$ cat src/hw/rtl/hdp_pkg.sv
// ----------------------------------------------------------------------------
// hdp_pkg
// Shared types and constants of the heading to differential PWM block.
// ----------------------------------------------------------------------------
package hdp_pkg;

  // queue between the classifier and the speed pipeline
  localparam int unsigned QUEUE_DEPTH = 4;

  // field widths
  localparam int unsigned BEARING_W = 12;
  localparam int unsigned BASE_W    = 8;
  localparam int unsigned DIFF_W    = 13;
  localparam int unsigned ABSDIFF_W = 11;
  localparam int unsigned DEADBAND_W = 11;
  localparam int unsigned PERIOD_W  = 16;
  localparam int unsigned SPEED_W   = 8;
  localparam int unsigned CFG_IDX_W = 1;
  localparam int unsigned CFG_DATA_W = 16;

  // register indexes
  localparam logic [CFG_IDX_W-1:0] CFG_DEADBAND     = 1'd0;
  localparam logic [CFG_IDX_W-1:0] CFG_TIMER_PERIOD = 1'd1;

  // register reset values
  localparam int unsigned DEADBAND_RESET     = 100;
  localparam int unsigned TIMER_PERIOD_RESET = 999;

  // bearing geometry, tenths of a degree
  localparam int unsigned HALF_TURN    = 1800;
  localparam int unsigned FULL_TURN    = 3600;
  localparam int unsigned QUARTER_TURN = 900;

  localparam int unsigned SPEED_MAX = 100;

  // reciprocals: floor(x / n) == (x * RECIP) >> SHIFT over the ranges used
  localparam int unsigned RECIP_10        = 205;
  localparam int unsigned RECIP_10_SHIFT  = 11;
  localparam int unsigned RECIP_900       = 298262;
  localparam int unsigned RECIP_900_SHIFT = 28;
  localparam int unsigned RECIP_100       = 10737419;
  localparam int unsigned RECIP_100_SHIFT = 30;

  // classified request as it waits in the queue
  typedef struct packed {
    logic                 dead;
    logic                 right_inner;
    logic [ABSDIFF_W-1:0] abs_diff;
    logic [BASE_W-1:0]    base;
  } item_t;

  // queue status seen by the front and the back
  typedef struct packed {
    logic full;
    logic valid;
  } q_stat_t;

endpackage

$ cat src/hw/rtl/heading_to_differential_pwm.sv
// ----------------------------------------------------------------------------
// heading_to_differential_pwm
// Turns a bearing error and base speed into signed wheel powers and PWM
// compare values for a two-wheeled vehicle.
// ----------------------------------------------------------------------------
// Usage:
//   in_*  : one request holds current bearing, target bearing, base speed.
//           taken at a clock edge where in_valid is high and in_stall is low.
//   out_* : one result per request, in request order, taken where out_valid
//           is high and out_stall is low.
//   cfg_* : cfg_we writes cfg_wdata to the register at cfg_index
//           (deadband, timer period); write only while no request is in flight.
//   Throughput is one request per cycle while out_stall stays low. An
//   accepted request passes one classify stage, one queue slot and five
//   stages of the speed pipeline (two multiply stages for the inner wheel,
//   one clamp stage, two for the compare values) before its result can be
//   taken.
//   Reset empties the queue and the pipeline and loads deadband 100 and
//   timer period 999; in_stall is low right after.
//   When the receiver stalls, the result holds, the pipeline and the queue
//   fill, and in_stall rises once the queue is full and the classify stage
//   is occupied.
// ----------------------------------------------------------------------------
module heading_to_differential_pwm #(
  parameter int unsigned QUEUE_DEPTH = hdp_pkg::QUEUE_DEPTH
) (
  input  logic                                clk,
  input  logic                                rst_n,
  input  logic                                in_valid,
  output logic                                in_stall,
  input  logic [hdp_pkg::BEARING_W-1:0]       in_current_bearing,
  input  logic [hdp_pkg::BEARING_W-1:0]       in_target_bearing,
  input  logic [hdp_pkg::BASE_W-1:0]          in_base_speed,
  output logic                                out_valid,
  input  logic                                out_stall,
  output logic signed [hdp_pkg::SPEED_W-1:0]  out_left_speed,
  output logic signed [hdp_pkg::SPEED_W-1:0]  out_right_speed,
  output logic [hdp_pkg::PERIOD_W-1:0]        out_left_compare,
  output logic [hdp_pkg::PERIOD_W-1:0]        out_right_compare,
  output logic                                out_in_deadband,
  input  logic                                cfg_we,
  input  logic [hdp_pkg::CFG_IDX_W-1:0]       cfg_index,
  input  logic [hdp_pkg::CFG_DATA_W-1:0]      cfg_wdata
);

  logic [hdp_pkg::DEADBAND_W-1:0] deadband_r;
  logic [hdp_pkg::PERIOD_W-1:0]   timer_period_r;

  hdp_pkg::q_stat_t q_stat;
  hdp_pkg::item_t   push_item;
  hdp_pkg::item_t   head_item;
  logic             push;
  logic             pop;

  always_ff @(posedge clk) begin
    if (!rst_n) begin
      deadband_r     <= hdp_pkg::DEADBAND_W'(hdp_pkg::DEADBAND_RESET);
      timer_period_r <= hdp_pkg::PERIOD_W'(hdp_pkg::TIMER_PERIOD_RESET);
    end else if (cfg_we) begin
      case (cfg_index)
        hdp_pkg::CFG_DEADBAND: begin
          deadband_r <= cfg_wdata[hdp_pkg::DEADBAND_W-1:0];
        end
        hdp_pkg::CFG_TIMER_PERIOD: begin
          timer_period_r <= cfg_wdata[hdp_pkg::PERIOD_W-1:0];
        end
        default: begin
        end
      endcase
    end
  end

  hdp_front u_front (
    .clk                (clk),
    .rst_n              (rst_n),
    .in_valid           (in_valid),
    .in_stall           (in_stall),
    .in_current_bearing (in_current_bearing),
    .in_target_bearing  (in_target_bearing),
    .in_base_speed      (in_base_speed),
    .deadband_i         (deadband_r),
    .q_stat_i           (q_stat),
    .push_o             (push),
    .push_item_o        (push_item)
  );

  hdp_queue #(
    .DEPTH (QUEUE_DEPTH)
  ) u_queue (
    .clk         (clk),
    .rst_n       (rst_n),
    .push_i      (push),
    .push_item_i (push_item),
    .pop_i       (pop),
    .head_o      (head_item),
    .stat_o      (q_stat)
  );

  hdp_back u_back (
    .clk               (clk),
    .rst_n             (rst_n),
    .q_stat_i          (q_stat),
    .head_i            (head_item),
    .pop_o             (pop),
    .timer_period_i    (timer_period_r),
    .out_valid         (out_valid),
    .out_stall         (out_stall),
    .out_left_speed    (out_left_speed),
    .out_right_speed   (out_right_speed),
    .out_left_compare  (out_left_compare),
    .out_right_compare (out_right_compare),
    .out_in_deadband   (out_in_deadband)
  );

endmodule

$ cat src/hw/rtl/hdp_front.sv
// ----------------------------------------------------------------------------
// hdp_front
// Accepts requests, forms the wrapped heading error and classifies it.
// ----------------------------------------------------------------------------
module hdp_front (
  input  logic                                clk,
  input  logic                                rst_n,
  input  logic                                in_valid,
  output logic                                in_stall,
  input  logic [hdp_pkg::BEARING_W-1:0]       in_current_bearing,
  input  logic [hdp_pkg::BEARING_W-1:0]       in_target_bearing,
  input  logic [hdp_pkg::BASE_W-1:0]          in_base_speed,
  input  logic [hdp_pkg::DEADBAND_W-1:0]      deadband_i,
  input  hdp_pkg::q_stat_t                    q_stat_i,
  output logic                                push_o,
  output hdp_pkg::item_t                      push_item_o
);

  localparam logic signed [hdp_pkg::DIFF_W-1:0] HALF_S =
    hdp_pkg::DIFF_W'(hdp_pkg::HALF_TURN);
  localparam logic signed [hdp_pkg::DIFF_W-1:0] FULL_S =
    hdp_pkg::DIFF_W'(hdp_pkg::FULL_TURN);

  logic                                valid_r;
  logic signed [hdp_pkg::DIFF_W-1:0]   diff_r, diff_nxt;
  logic [hdp_pkg::BASE_W-1:0]          base_r;
  logic signed [hdp_pkg::DIFF_W-1:0]   diff_raw;
  logic signed [hdp_pkg::DIFF_W-1:0]   diff_abs;
  logic [hdp_pkg::ABSDIFF_W-1:0]       abs_diff;
  logic                                ready;

  assign ready    = !valid_r || !q_stat_i.full;
  assign in_stall = !ready;

  // one wrap toward the half turn
  always_comb begin
    diff_raw = $signed({1'b0, in_target_bearing}) - $signed({1'b0, in_current_bearing});
    if (diff_raw > HALF_S) begin
      diff_nxt = diff_raw - FULL_S;
    end else if (diff_raw < -HALF_S) begin
      diff_nxt = diff_raw + FULL_S;
    end else begin
      diff_nxt = diff_raw;
    end
  end

  always_ff @(posedge clk) begin
    if (!rst_n) begin
      valid_r <= 1'b0;
    end else if (ready) begin
      valid_r <= in_valid;
    end
    if (ready) begin
      diff_r <= diff_nxt;
      base_r <= in_base_speed;
    end
  end

  always_comb begin
    diff_abs = (diff_r < 0) ? -diff_r : diff_r;
    abs_diff = diff_abs[hdp_pkg::ABSDIFF_W-1:0];
  end

  assign push_o                  = valid_r && !q_stat_i.full;
  assign push_item_o.dead        = abs_diff < deadband_i;
  assign push_item_o.right_inner = diff_r > 0;
  assign push_item_o.abs_diff    = abs_diff;
  assign push_item_o.base        = base_r;

endmodule

$ cat src/hw/rtl/hdp_queue.sv
// ----------------------------------------------------------------------------
// hdp_queue
// Short queue of classified requests between the front and the back.
// ----------------------------------------------------------------------------
module hdp_queue #(
  parameter int unsigned DEPTH = hdp_pkg::QUEUE_DEPTH
) (
  input  logic             clk,
  input  logic             rst_n,
  input  logic             push_i,
  input  hdp_pkg::item_t   push_item_i,
  input  logic             pop_i,
  output hdp_pkg::item_t   head_o,
  output hdp_pkg::q_stat_t stat_o
);

  localparam int unsigned PTR_W = $clog2(DEPTH);
  localparam int unsigned CNT_W = $clog2(DEPTH + 1);
  localparam logic [PTR_W-1:0] LAST_PTR = PTR_W'(DEPTH - 1);
  localparam logic [CNT_W-1:0] FULL_CNT = CNT_W'(DEPTH);

  hdp_pkg::item_t   mem_r [DEPTH];
  logic [PTR_W-1:0] wr_ptr_r, wr_ptr_nxt;
  logic [PTR_W-1:0] rd_ptr_r, rd_ptr_nxt;
  logic [CNT_W-1:0] count_r, count_nxt;

  always_comb begin
    wr_ptr_nxt = wr_ptr_r;
    rd_ptr_nxt = rd_ptr_r;
    count_nxt  = count_r;
    if (push_i) begin
      wr_ptr_nxt = (wr_ptr_r == LAST_PTR) ? '0 : wr_ptr_r + 1'b1;
    end
    if (pop_i) begin
      rd_ptr_nxt = (rd_ptr_r == LAST_PTR) ? '0 : rd_ptr_r + 1'b1;
    end
    if (push_i && !pop_i) begin
      count_nxt = count_r + 1'b1;
    end else if (pop_i && !push_i) begin
      count_nxt = count_r - 1'b1;
    end
  end

  always_ff @(posedge clk) begin
    if (!rst_n) begin
      wr_ptr_r <= '0;
      rd_ptr_r <= '0;
      count_r  <= '0;
    end else begin
      wr_ptr_r <= wr_ptr_nxt;
      rd_ptr_r <= rd_ptr_nxt;
      count_r  <= count_nxt;
    end
    if (push_i) begin
      mem_r[wr_ptr_r] <= push_item_i;
    end
  end

  assign head_o       = mem_r[rd_ptr_r];
  assign stat_o.full  = count_r == FULL_CNT;
  assign stat_o.valid = count_r != '0;

  a_no_overflow: assert property (@(posedge clk) disable iff (!rst_n)
    push_i |-> count_r != FULL_CNT)
    else $error("queue push while full");

  a_no_underflow: assert property (@(posedge clk) disable iff (!rst_n)
    pop_i |-> count_r != '0)
    else $error("queue pop while empty");

  a_count_up: assert property (@(posedge clk) disable iff (!rst_n)
    (push_i && !pop_i) |=> count_r == $past(count_r) + 1'b1)
    else $error("queue count lost a push");

endmodule

$ cat src/hw/rtl/hdp_back.sv
// ----------------------------------------------------------------------------
// hdp_back
// Speed and compare pipeline: inner wheel scaling, threshold, clamp, PWM.
// ----------------------------------------------------------------------------
module hdp_back (
  input  logic                              clk,
  input  logic                              rst_n,
  input  hdp_pkg::q_stat_t                  q_stat_i,
  input  hdp_pkg::item_t                    head_i,
  output logic                              pop_o,
  input  logic [hdp_pkg::PERIOD_W-1:0]      timer_period_i,
  output logic                              out_valid,
  input  logic                              out_stall,
  output logic signed [hdp_pkg::SPEED_W-1:0] out_left_speed,
  output logic signed [hdp_pkg::SPEED_W-1:0] out_right_speed,
  output logic [hdp_pkg::PERIOD_W-1:0]      out_left_compare,
  output logic [hdp_pkg::PERIOD_W-1:0]      out_right_compare,
  output logic                              out_in_deadband
);

  localparam int unsigned DMAG_W = 10;
  localparam int unsigned M1_W   = hdp_pkg::BASE_W + DMAG_W;
  localparam int unsigned R9_W   = 19;
  localparam int unsigned P2_W   = M1_W + R9_W;
  localparam int unsigned THR_W  = 5;
  localparam int unsigned MAG_W  = 7;
  localparam int unsigned LP_W   = hdp_pkg::PERIOD_W + MAG_W;
  localparam int unsigned R1_W   = 24;
  localparam int unsigned P5_W   = LP_W + R1_W;
  localparam int unsigned TP_W   = 16;

  localparam logic [hdp_pkg::ABSDIFF_W-1:0] QUARTER =
    hdp_pkg::ABSDIFF_W'(hdp_pkg::QUARTER_TURN);
  localparam logic [hdp_pkg::BASE_W-1:0] BASE_MAX = hdp_pkg::BASE_W'(hdp_pkg::SPEED_MAX);
  localparam logic [hdp_pkg::BASE_W-1:0] Q_MAX    = hdp_pkg::BASE_W'(hdp_pkg::SPEED_MAX);

  // stage ready chain, stage five is the output register
  logic rdy1, rdy2, rdy3, rdy4, rdy5;
  logic v1_r, v2_r, v3_r, v4_r, v5_r;

  // stage 1
  logic                      dead1_r, rin1_r, neg1_r;
  logic [M1_W-1:0]           m1_r, m1_nxt;
  logic [THR_W-1:0]          thr1_r, thr1_nxt;
  logic [MAG_W-1:0]          outer1_r, outer1_nxt;
  logic                      neg1_nxt;
  logic [DMAG_W-1:0]         dmag;
  logic [TP_W-1:0]           thr_prod;

  // stage 2
  logic                      dead2_r, rin2_r, neg2_r;
  logic [hdp_pkg::BASE_W-1:0] q2_r, q2_nxt;
  logic [THR_W-1:0]          thr2_r;
  logic [MAG_W-1:0]          outer2_r;
  logic [P2_W-1:0]           prod2;

  // stage 3
  logic                      dead3_r;
  logic [hdp_pkg::SPEED_W-1:0] lspd3_r, lspd3_nxt, rspd3_r, rspd3_nxt;
  logic [MAG_W-1:0]          lmag3_r, lmag3_nxt, rmag3_r, rmag3_nxt;
  logic [MAG_W-1:0]          imag;
  logic [hdp_pkg::SPEED_W-1:0] iext, ispd, ospd;

  // stage 4
  logic                      dead4_r;
  logic [hdp_pkg::SPEED_W-1:0] lspd4_r, rspd4_r;
  logic [LP_W-1:0]           lp4_r, lp4_nxt, rp4_r, rp4_nxt;

  // stage 5
  logic                      dead5_r;
  logic [hdp_pkg::SPEED_W-1:0] lspd5_r, rspd5_r;
  logic [hdp_pkg::PERIOD_W-1:0] lc5_r, lc5_nxt, rc5_r, rc5_nxt;
  logic [P5_W-1:0]           lprod5, rprod5;

  assign rdy5  = !v5_r || !out_stall;
  assign rdy4  = !v4_r || rdy5;
  assign rdy3  = !v3_r || rdy4;
  assign rdy2  = !v2_r || rdy3;
  assign rdy1  = !v1_r || rdy2;
  assign pop_o = q_stat_i.valid && rdy1;

  // stage 1: base * |900 - |d||, base / 10, outer wheel clamp
  always_comb begin
    neg1_nxt = head_i.abs_diff > QUARTER;
    dmag = neg1_nxt ? DMAG_W'(head_i.abs_diff - QUARTER) : DMAG_W'(QUARTER - head_i.abs_diff);
    m1_nxt = {{DMAG_W{1'b0}}, head_i.base} * {{hdp_pkg::BASE_W{1'b0}}, dmag};
    thr_prod = {{(TP_W - hdp_pkg::BASE_W){1'b0}}, head_i.base} * TP_W'(hdp_pkg::RECIP_10);
    thr1_nxt = THR_W'(thr_prod >> hdp_pkg::RECIP_10_SHIFT);
    outer1_nxt = (head_i.base > BASE_MAX) ? MAG_W'(hdp_pkg::SPEED_MAX) : MAG_W'(head_i.base);
  end

  // stage 2: divide by 900 through the reciprocal
  always_comb begin
    prod2  = {{R9_W{1'b0}}, m1_r} * {{M1_W{1'b0}}, R9_W'(hdp_pkg::RECIP_900)};
    q2_nxt = hdp_pkg::BASE_W'(prod2 >> hdp_pkg::RECIP_900_SHIFT);
  end

  // stage 3: small-speed cut, clamp, wheel assignment
  always_comb begin
    if (q2_r < {{(hdp_pkg::BASE_W - THR_W){1'b0}}, thr2_r}) begin
      imag = '0;
    end else if (q2_r > Q_MAX) begin
      imag = MAG_W'(hdp_pkg::SPEED_MAX);
    end else begin
      imag = MAG_W'(q2_r);
    end
    iext = {1'b0, imag};
    ispd = neg2_r ? (~iext + 1'b1) : iext;
    ospd = {1'b0, outer2_r};
    if (dead2_r) begin
      lspd3_nxt = '0;
      rspd3_nxt = '0;
      lmag3_nxt = '0;
      rmag3_nxt = '0;
    end else if (rin2_r) begin
      lspd3_nxt = ospd;
      rspd3_nxt = ispd;
      lmag3_nxt = outer2_r;
      rmag3_nxt = imag;
    end else begin
      lspd3_nxt = ispd;
      rspd3_nxt = ospd;
      lmag3_nxt = imag;
      rmag3_nxt = outer2_r;
    end
  end

  // stage 4: period * |speed|
  always_comb begin
    lp4_nxt = {{MAG_W{1'b0}}, timer_period_i} * {{hdp_pkg::PERIOD_W{1'b0}}, lmag3_r};
    rp4_nxt = {{MAG_W{1'b0}}, timer_period_i} * {{hdp_pkg::PERIOD_W{1'b0}}, rmag3_r};
  end

  // stage 5: divide by 100 through the reciprocal
  always_comb begin
    lprod5  = {{R1_W{1'b0}}, lp4_r} * {{LP_W{1'b0}}, R1_W'(hdp_pkg::RECIP_100)};
    rprod5  = {{R1_W{1'b0}}, rp4_r} * {{LP_W{1'b0}}, R1_W'(hdp_pkg::RECIP_100)};
    lc5_nxt = hdp_pkg::PERIOD_W'(lprod5 >> hdp_pkg::RECIP_100_SHIFT);
    rc5_nxt = hdp_pkg::PERIOD_W'(rprod5 >> hdp_pkg::RECIP_100_SHIFT);
  end

  always_ff @(posedge clk) begin
    if (!rst_n) begin
      v1_r <= 1'b0;
      v2_r <= 1'b0;
      v3_r <= 1'b0;
      v4_r <= 1'b0;
      v5_r <= 1'b0;
    end else begin
      if (rdy1) v1_r <= q_stat_i.valid;
      if (rdy2) v2_r <= v1_r;
      if (rdy3) v3_r <= v2_r;
      if (rdy4) v4_r <= v3_r;
      if (rdy5) v5_r <= v4_r;
    end
    if (rdy1) begin
      dead1_r  <= head_i.dead;
      rin1_r   <= head_i.right_inner;
      neg1_r   <= neg1_nxt;
      m1_r     <= m1_nxt;
      thr1_r   <= thr1_nxt;
      outer1_r <= outer1_nxt;
    end
    if (rdy2) begin
      dead2_r  <= dead1_r;
      rin2_r   <= rin1_r;
      neg2_r   <= neg1_r;
      q2_r     <= q2_nxt;
      thr2_r   <= thr1_r;
      outer2_r <= outer1_r;
    end
    if (rdy3) begin
      dead3_r <= dead2_r;
      lspd3_r <= lspd3_nxt;
      rspd3_r <= rspd3_nxt;
      lmag3_r <= lmag3_nxt;
      rmag3_r <= rmag3_nxt;
    end
    if (rdy4) begin
      dead4_r <= dead3_r;
      lspd4_r <= lspd3_r;
      rspd4_r <= rspd3_r;
      lp4_r   <= lp4_nxt;
      rp4_r   <= rp4_nxt;
    end
    if (rdy5) begin
      dead5_r <= dead4_r;
      lspd5_r <= lspd4_r;
      rspd5_r <= rspd4_r;
      lc5_r   <= lc5_nxt;
      rc5_r   <= rc5_nxt;
    end
  end

  assign out_valid         = v5_r;
  assign out_left_speed    = lspd5_r;
  assign out_right_speed   = rspd5_r;
  assign out_left_compare  = lc5_r;
  assign out_right_compare = rc5_r;
  assign out_in_deadband   = dead5_r;

  a_dead_stops: assert property (@(posedge clk) disable iff (!rst_n)
    (v3_r && dead3_r) |-> (lmag3_r == '0 && rmag3_r == '0))
    else $error("deadband request left a motor running");

  a_dead_compare: assert property (@(posedge clk) disable iff (!rst_n)
    (v5_r && dead5_r) |-> (lc5_r == '0 && rc5_r == '0))
    else $error("deadband request gave a nonzero compare");

endmodule
$ cat config.mk
export PLATFORM = sky130hd
export DESIGN_NAME = heading_to_differential_pwm
export DESIGN_NICKNAME = d
export VERILOG_FILES = /design/src/hw/rtl/hdp_pkg.sv /design/src/hw/rtl/heading_to_differential_pwm.sv /design/src/hw/rtl/hdp_front.sv /design/src/hw/rtl/hdp_queue.sv /design/src/hw/rtl/hdp_back.sv
export SDC_FILE = /design/constraint.sdc
export NUM_CORES = 2
export LEC_CHECK = 0
export BUFFER_PORTS_ARGS = -buffer_cell sky130_fd_sc_hd__buf_2
export CAP_MARGIN = 30
export CORE_MARGIN = 2
export CORE_UTILIZATION = 49
export CTS_BUF_LIST = sky130_fd_sc_hd__clkbuf_2 sky130_fd_sc_hd__clkbuf_4 sky130_fd_sc_hd__clkbuf_8
export CTS_CLUSTER_SIZE = 14
export DETAILED_ROUTE_END_ITERATION = 12
export PLACE_DENSITY = 0.66
export SETUP_SLACK_MARGIN = 0.02
export SKIP_LAST_GASP = 1
export SLEW_MARGIN = 20
export SYNTH_ARGS = -nofsm -noshare
export SYNTH_HDL_FRONTEND = slang
export SYNTH_HIERARCHICAL = 1
export SYNTH_SLANG_ARGS = --single-unit
$ cat constraint.sdc
create_clock -name clk -period 9.7 [get_ports clk]
set_input_delay 1.455 -clock clk [delete_from_list [all_inputs] [get_ports clk]]
set_output_delay 1.455 -clock clk [all_outputs]
set_load 0.01 [all_outputs]
==> results.rst <==
.. list-table::
   :header-rows: 1

   * - Metric
     - Value
   * - Slowest cell on crit path
     - sky130_fd_sc_hd__dfxtp_1
   * - Run status
     - finished clean
   * - Total Negative Setup Slacks
     - 0 ns
   * - Area inside the core boundary
     - 93300 µm²
   * - Syn nets
     - 5823
   * - H-tree levels
     - 2
   * - EDFF count, synth
     - 302
   * - Mean routed wirelength per cell
     - 16.8 µm
   * - Final hold viol count
     - 0
   * - Number of antenna violations at the first check in global routing
     - 2
   * - Cells traversed along the worst timing path
     - mux4_2 -> or3_1 -> o311ai_0 -> o21bai_1 -> clkbuf_2 -> mux2i_1 -> xnor2_1 -> nand2_1 -> fa_1 -> fa_1 -> inv_1 -> fa_1 -> inv_1 -> fa_1 -> inv_1 -> ha_1 -> a21boi_0 -> o21ai_0 -> a21boi_0 -> o21a_1 -> nor2_1 -> o211ai_1 -> a2111oi_0 -> a211oi_1
   * - Max Freq
     - 127 MHz
   * - Synth Area per Inst
     - 10.8 µm²
   * - Number of clock sinks
     - 344
   * - Final Hold Slack
     - 0.415 ns
   * - Routed wire length
     - 95400 µm
   * - Via total after detailed routing
     - 29000
   * - Setup repair after global routing missed its margin
     - no
   * - Hold bufs inserted after CTS
     - 0
   * - Source-to-sink clock delay at the later pin of the worst-skew pair
     - 0.71 ns
   * - DP Wirelength
     - 80200 µm
   * - Total setup violations reported at the end of the flow
     - 0
   * - Clock transition time at the flip-flop clock pins of the worst setup and hold paths
     - 0.06 ns
   * - Post-synthesis sequential element count
     - 344
   * - Maximum single-stage delay on the critical path
     - 0.63 ns
   * - Chip width
     - 311 µm
   * - Area of the die
     - 96600 µm²
   * - Setup crit start kind
     - register
   * - Most used cell, CP
     - sky130_fd_sc_hd__fa_1
   * - First-pass GRT wire length
     - 159000 µm
   * - Setup slack at placement
     - 1.85 ns
   * - Port bufs
     - 104
   * - Share of the clock period used by the worst path
     - 81.0%
   * - Number of rows in the core area
     - 112
   * - Category of cells accounting for the largest share of critical-path delay
     - adder cells
   * - Number of antenna-violating nets in the routed design
     - 0
   * - Warnings, synthesis
     - 6
   * - Share of cells above drive strength 1
     - 6.70%
   * - Worst Slack Setup Final
     - 1.84 ns
   * - Initial core utilization
     - 49.4%
   * - Compound-gate portion of the synthesized area
     - 6.05%
   * - Dominant synthesized flop cell
     - sky130_fd_sc_hd__edfxtp_1
   * - Boundary Pins
     - 105
   * - Largest family of logic cells by synthesized area
     - adder cells
   * - Simple logic cell fraction of the synthesized area
     - 7.46%
   * - CTS tree
     - yes
   * - Buffer and inverter count on the worst path
     - 4
   * - Maximum fanout count along the critical path
     - 8
   * - Worst Tran Pin Value
     - 0.925 ns
   * - Post-cts sizing count
     - 0
   * - Most common cell after layout, fill and taps aside
     - sky130_fd_sc_hd__inv_1
   * - Setup Skew
     - 0.0632 ns
   * - Synthesis-to-finish area growth
     - 7.02%
   * - Worst-case clock buffer depth
     - 3
   * - Postcts setup bufs
     - 0
   * - Placer's final routability congestion estimate
     - 0.951
   * - Die Ht
     - 311 µm
   * - Post-synthesis mux area share
     - 1.52%
   * - Total CTS buffers
     - 58
   * - Worst hold path class
     - register to register
   * - Number of max-capacitance violations reported
     - 0
   * - Area share of fa/ha/maj cells after synthesis
     - 51.5%
   * - Synthesized netlist cell count
     - 4268
   * - Portion of the post-synthesis area used by sequential elements
     - 21.5%
   * - FFs w/ async S/R, synth
     - 0%
   * - XOR/XNOR share of the synthesized area
     - 2.77%
   * - Global route total overflow
     - 0
   * - CP endpoint kind
     - register
   * - Data arrival, critical path
     - 8.30 ns
   * - Most frequent cells in the layout
     - sky130_fd_sc_hd__inv_1, sky130_fd_sc_hd__ha_1, sky130_fd_sc_hd__fa_1
   * - Crit Path Category
     - register to register
   * - Max-slew violations
     - 0
   * - Final #Nets
     - 5939
   * - Largest net degree at the start of global routing
     - 54
   * - Max-slew headroom at the worst pin
     - 37.7%
   * - DRC marker count from the first detailed-route iteration
     - 1363
   * - Number of global-route vias before repair
     - 30800
   * - Average via count per standard cell
     - 5.09
   * - Shortest clock period the worst path allows after layout
     - 7.86 ns
   * - Required time of the worst setup path
     - 10.14 ns
   * - Overall routing resource usage
     - 20.5%
   * - Count of TritonRoute iterations in the first routing pass
     - 5
   * - Cell area after synthesis
     - 46100 µm²
   * - Clk root buf
     - sky130_fd_sc_hd__clkbuf_8
   * - Unique masters post-synth
     - 87
   * - Residual DRC count
     - 0
==> cells by family after synthesis <==
| group | after synthesis |
|---|---|
| adder cells (fa/ha/maj) | 1501 |
| buffers and inverters | 1113 |
| AND/OR/NAND/NOR | 714 |
| AO/OA/AOI/OAI | 407 |
| flip-flops | 344 |
| XOR/XNOR | 146 |
| multiplexers | 43 |
==> cells in the mapped netlist (all sizes together), types with 13 or more instances <==
master / n / area [µm²]
xor2: 51 / 447
o21a: 22 / 165
a21o: 59 / 445
edfxtp: 302 / 9070
nand4: 14 / 87.6
nand2: 274 / 1030
buf: 21 / 164
nor3: 26 / 130
dfxtp: 42 / 841
clkbuf: 42 / 158
o21bai: 13 / 101
a21oi: 113 / 584
xnor2: 95 / 832
mux2i: 20 / 200
and2: 129 / 810
nor2: 130 / 488
mux4: 21 / 477
inv: 1050 / 3940
nor2b: 23 / 151
a211oi: 19 / 148
o211ai: 18 / 175
nand3: 37 / 185
o21ai: 79 / 407
and3: 16 / 105
fa: 662 / 13300
nand2b: 21 / 131
ha: 839 / 10500
==> metrics by stage <==
step	util [%]	cells	cell area (µm²)
3_5_place_dp	51.5	5575	48000
4_1_cts	52.8	5684	49300
2_1_floorplan	-	4268	46100
3_3_place_gp	51.4	5571	48000
6_report	52.9	5690	49400
5_1_grt	52.9	5689	49400
==> metal layers <==
metal	wire, µm	track usage, %
met5	0	0
met4	1740	4.37
met3	4700	3.47
met2	45300	34.1
met1	43600	28.2
==> cell type report <==
class	count	area, µm²
diodes	3	7.51
clock buffers	84	1020
clock inverters	25	283
fillers	8370	44000
inverters	1050	3940
multi-input cells	2811	32000
flip-flops and latches	344	9910
well taps	1254	1570
repair buffers	119	681
==> final timing paths <==
path | to | slack, ns | startpoint | cells after the start
max | u_back/m1_r[17] | 1.84 | register | 24
min | u_back/lspd4_r[1] | 0.42 | u_back/lspd3_r[1] | 0
max reg2reg | u_back/m1_r[17] | 1.84 | register | 24
min reg2reg | u_back/lspd4_r[1] | 0.42 | u_back/lspd3_r[1] | 0
==> registers in the layout, summed over array words and instances (netlist names), 5 cells and up, named ones only <==
signal and count:
deadband_r 11, u_back/out_left_compare 16, u_back/outer2_r 7, u_back/lspd4_r 8, u_back/m1_r 18, u_back/lp4_r 23
u_back/outer1_r 7, u_back/rp4_r 23, u_back/rspd3_r 8, u_back/lmag3_r 6, u_front/diff_r 13, u_back/rmag3_r 6
timer_period_r 16, u_queue/mem_r 84, u_back/q2_r 8, u_back/rspd4_r 8, u_back/thr1_r 5, u_front/base_r 8
u_back/thr2_r 5, u_back/lspd3_r 8, u_back/out_left_speed 8, u_back/out_right_compare 16, u_back/out_right_speed 8
Power is not shown: default switching activity piles up to over one toggle a cycle in this logic, so the estimate is an artifact.
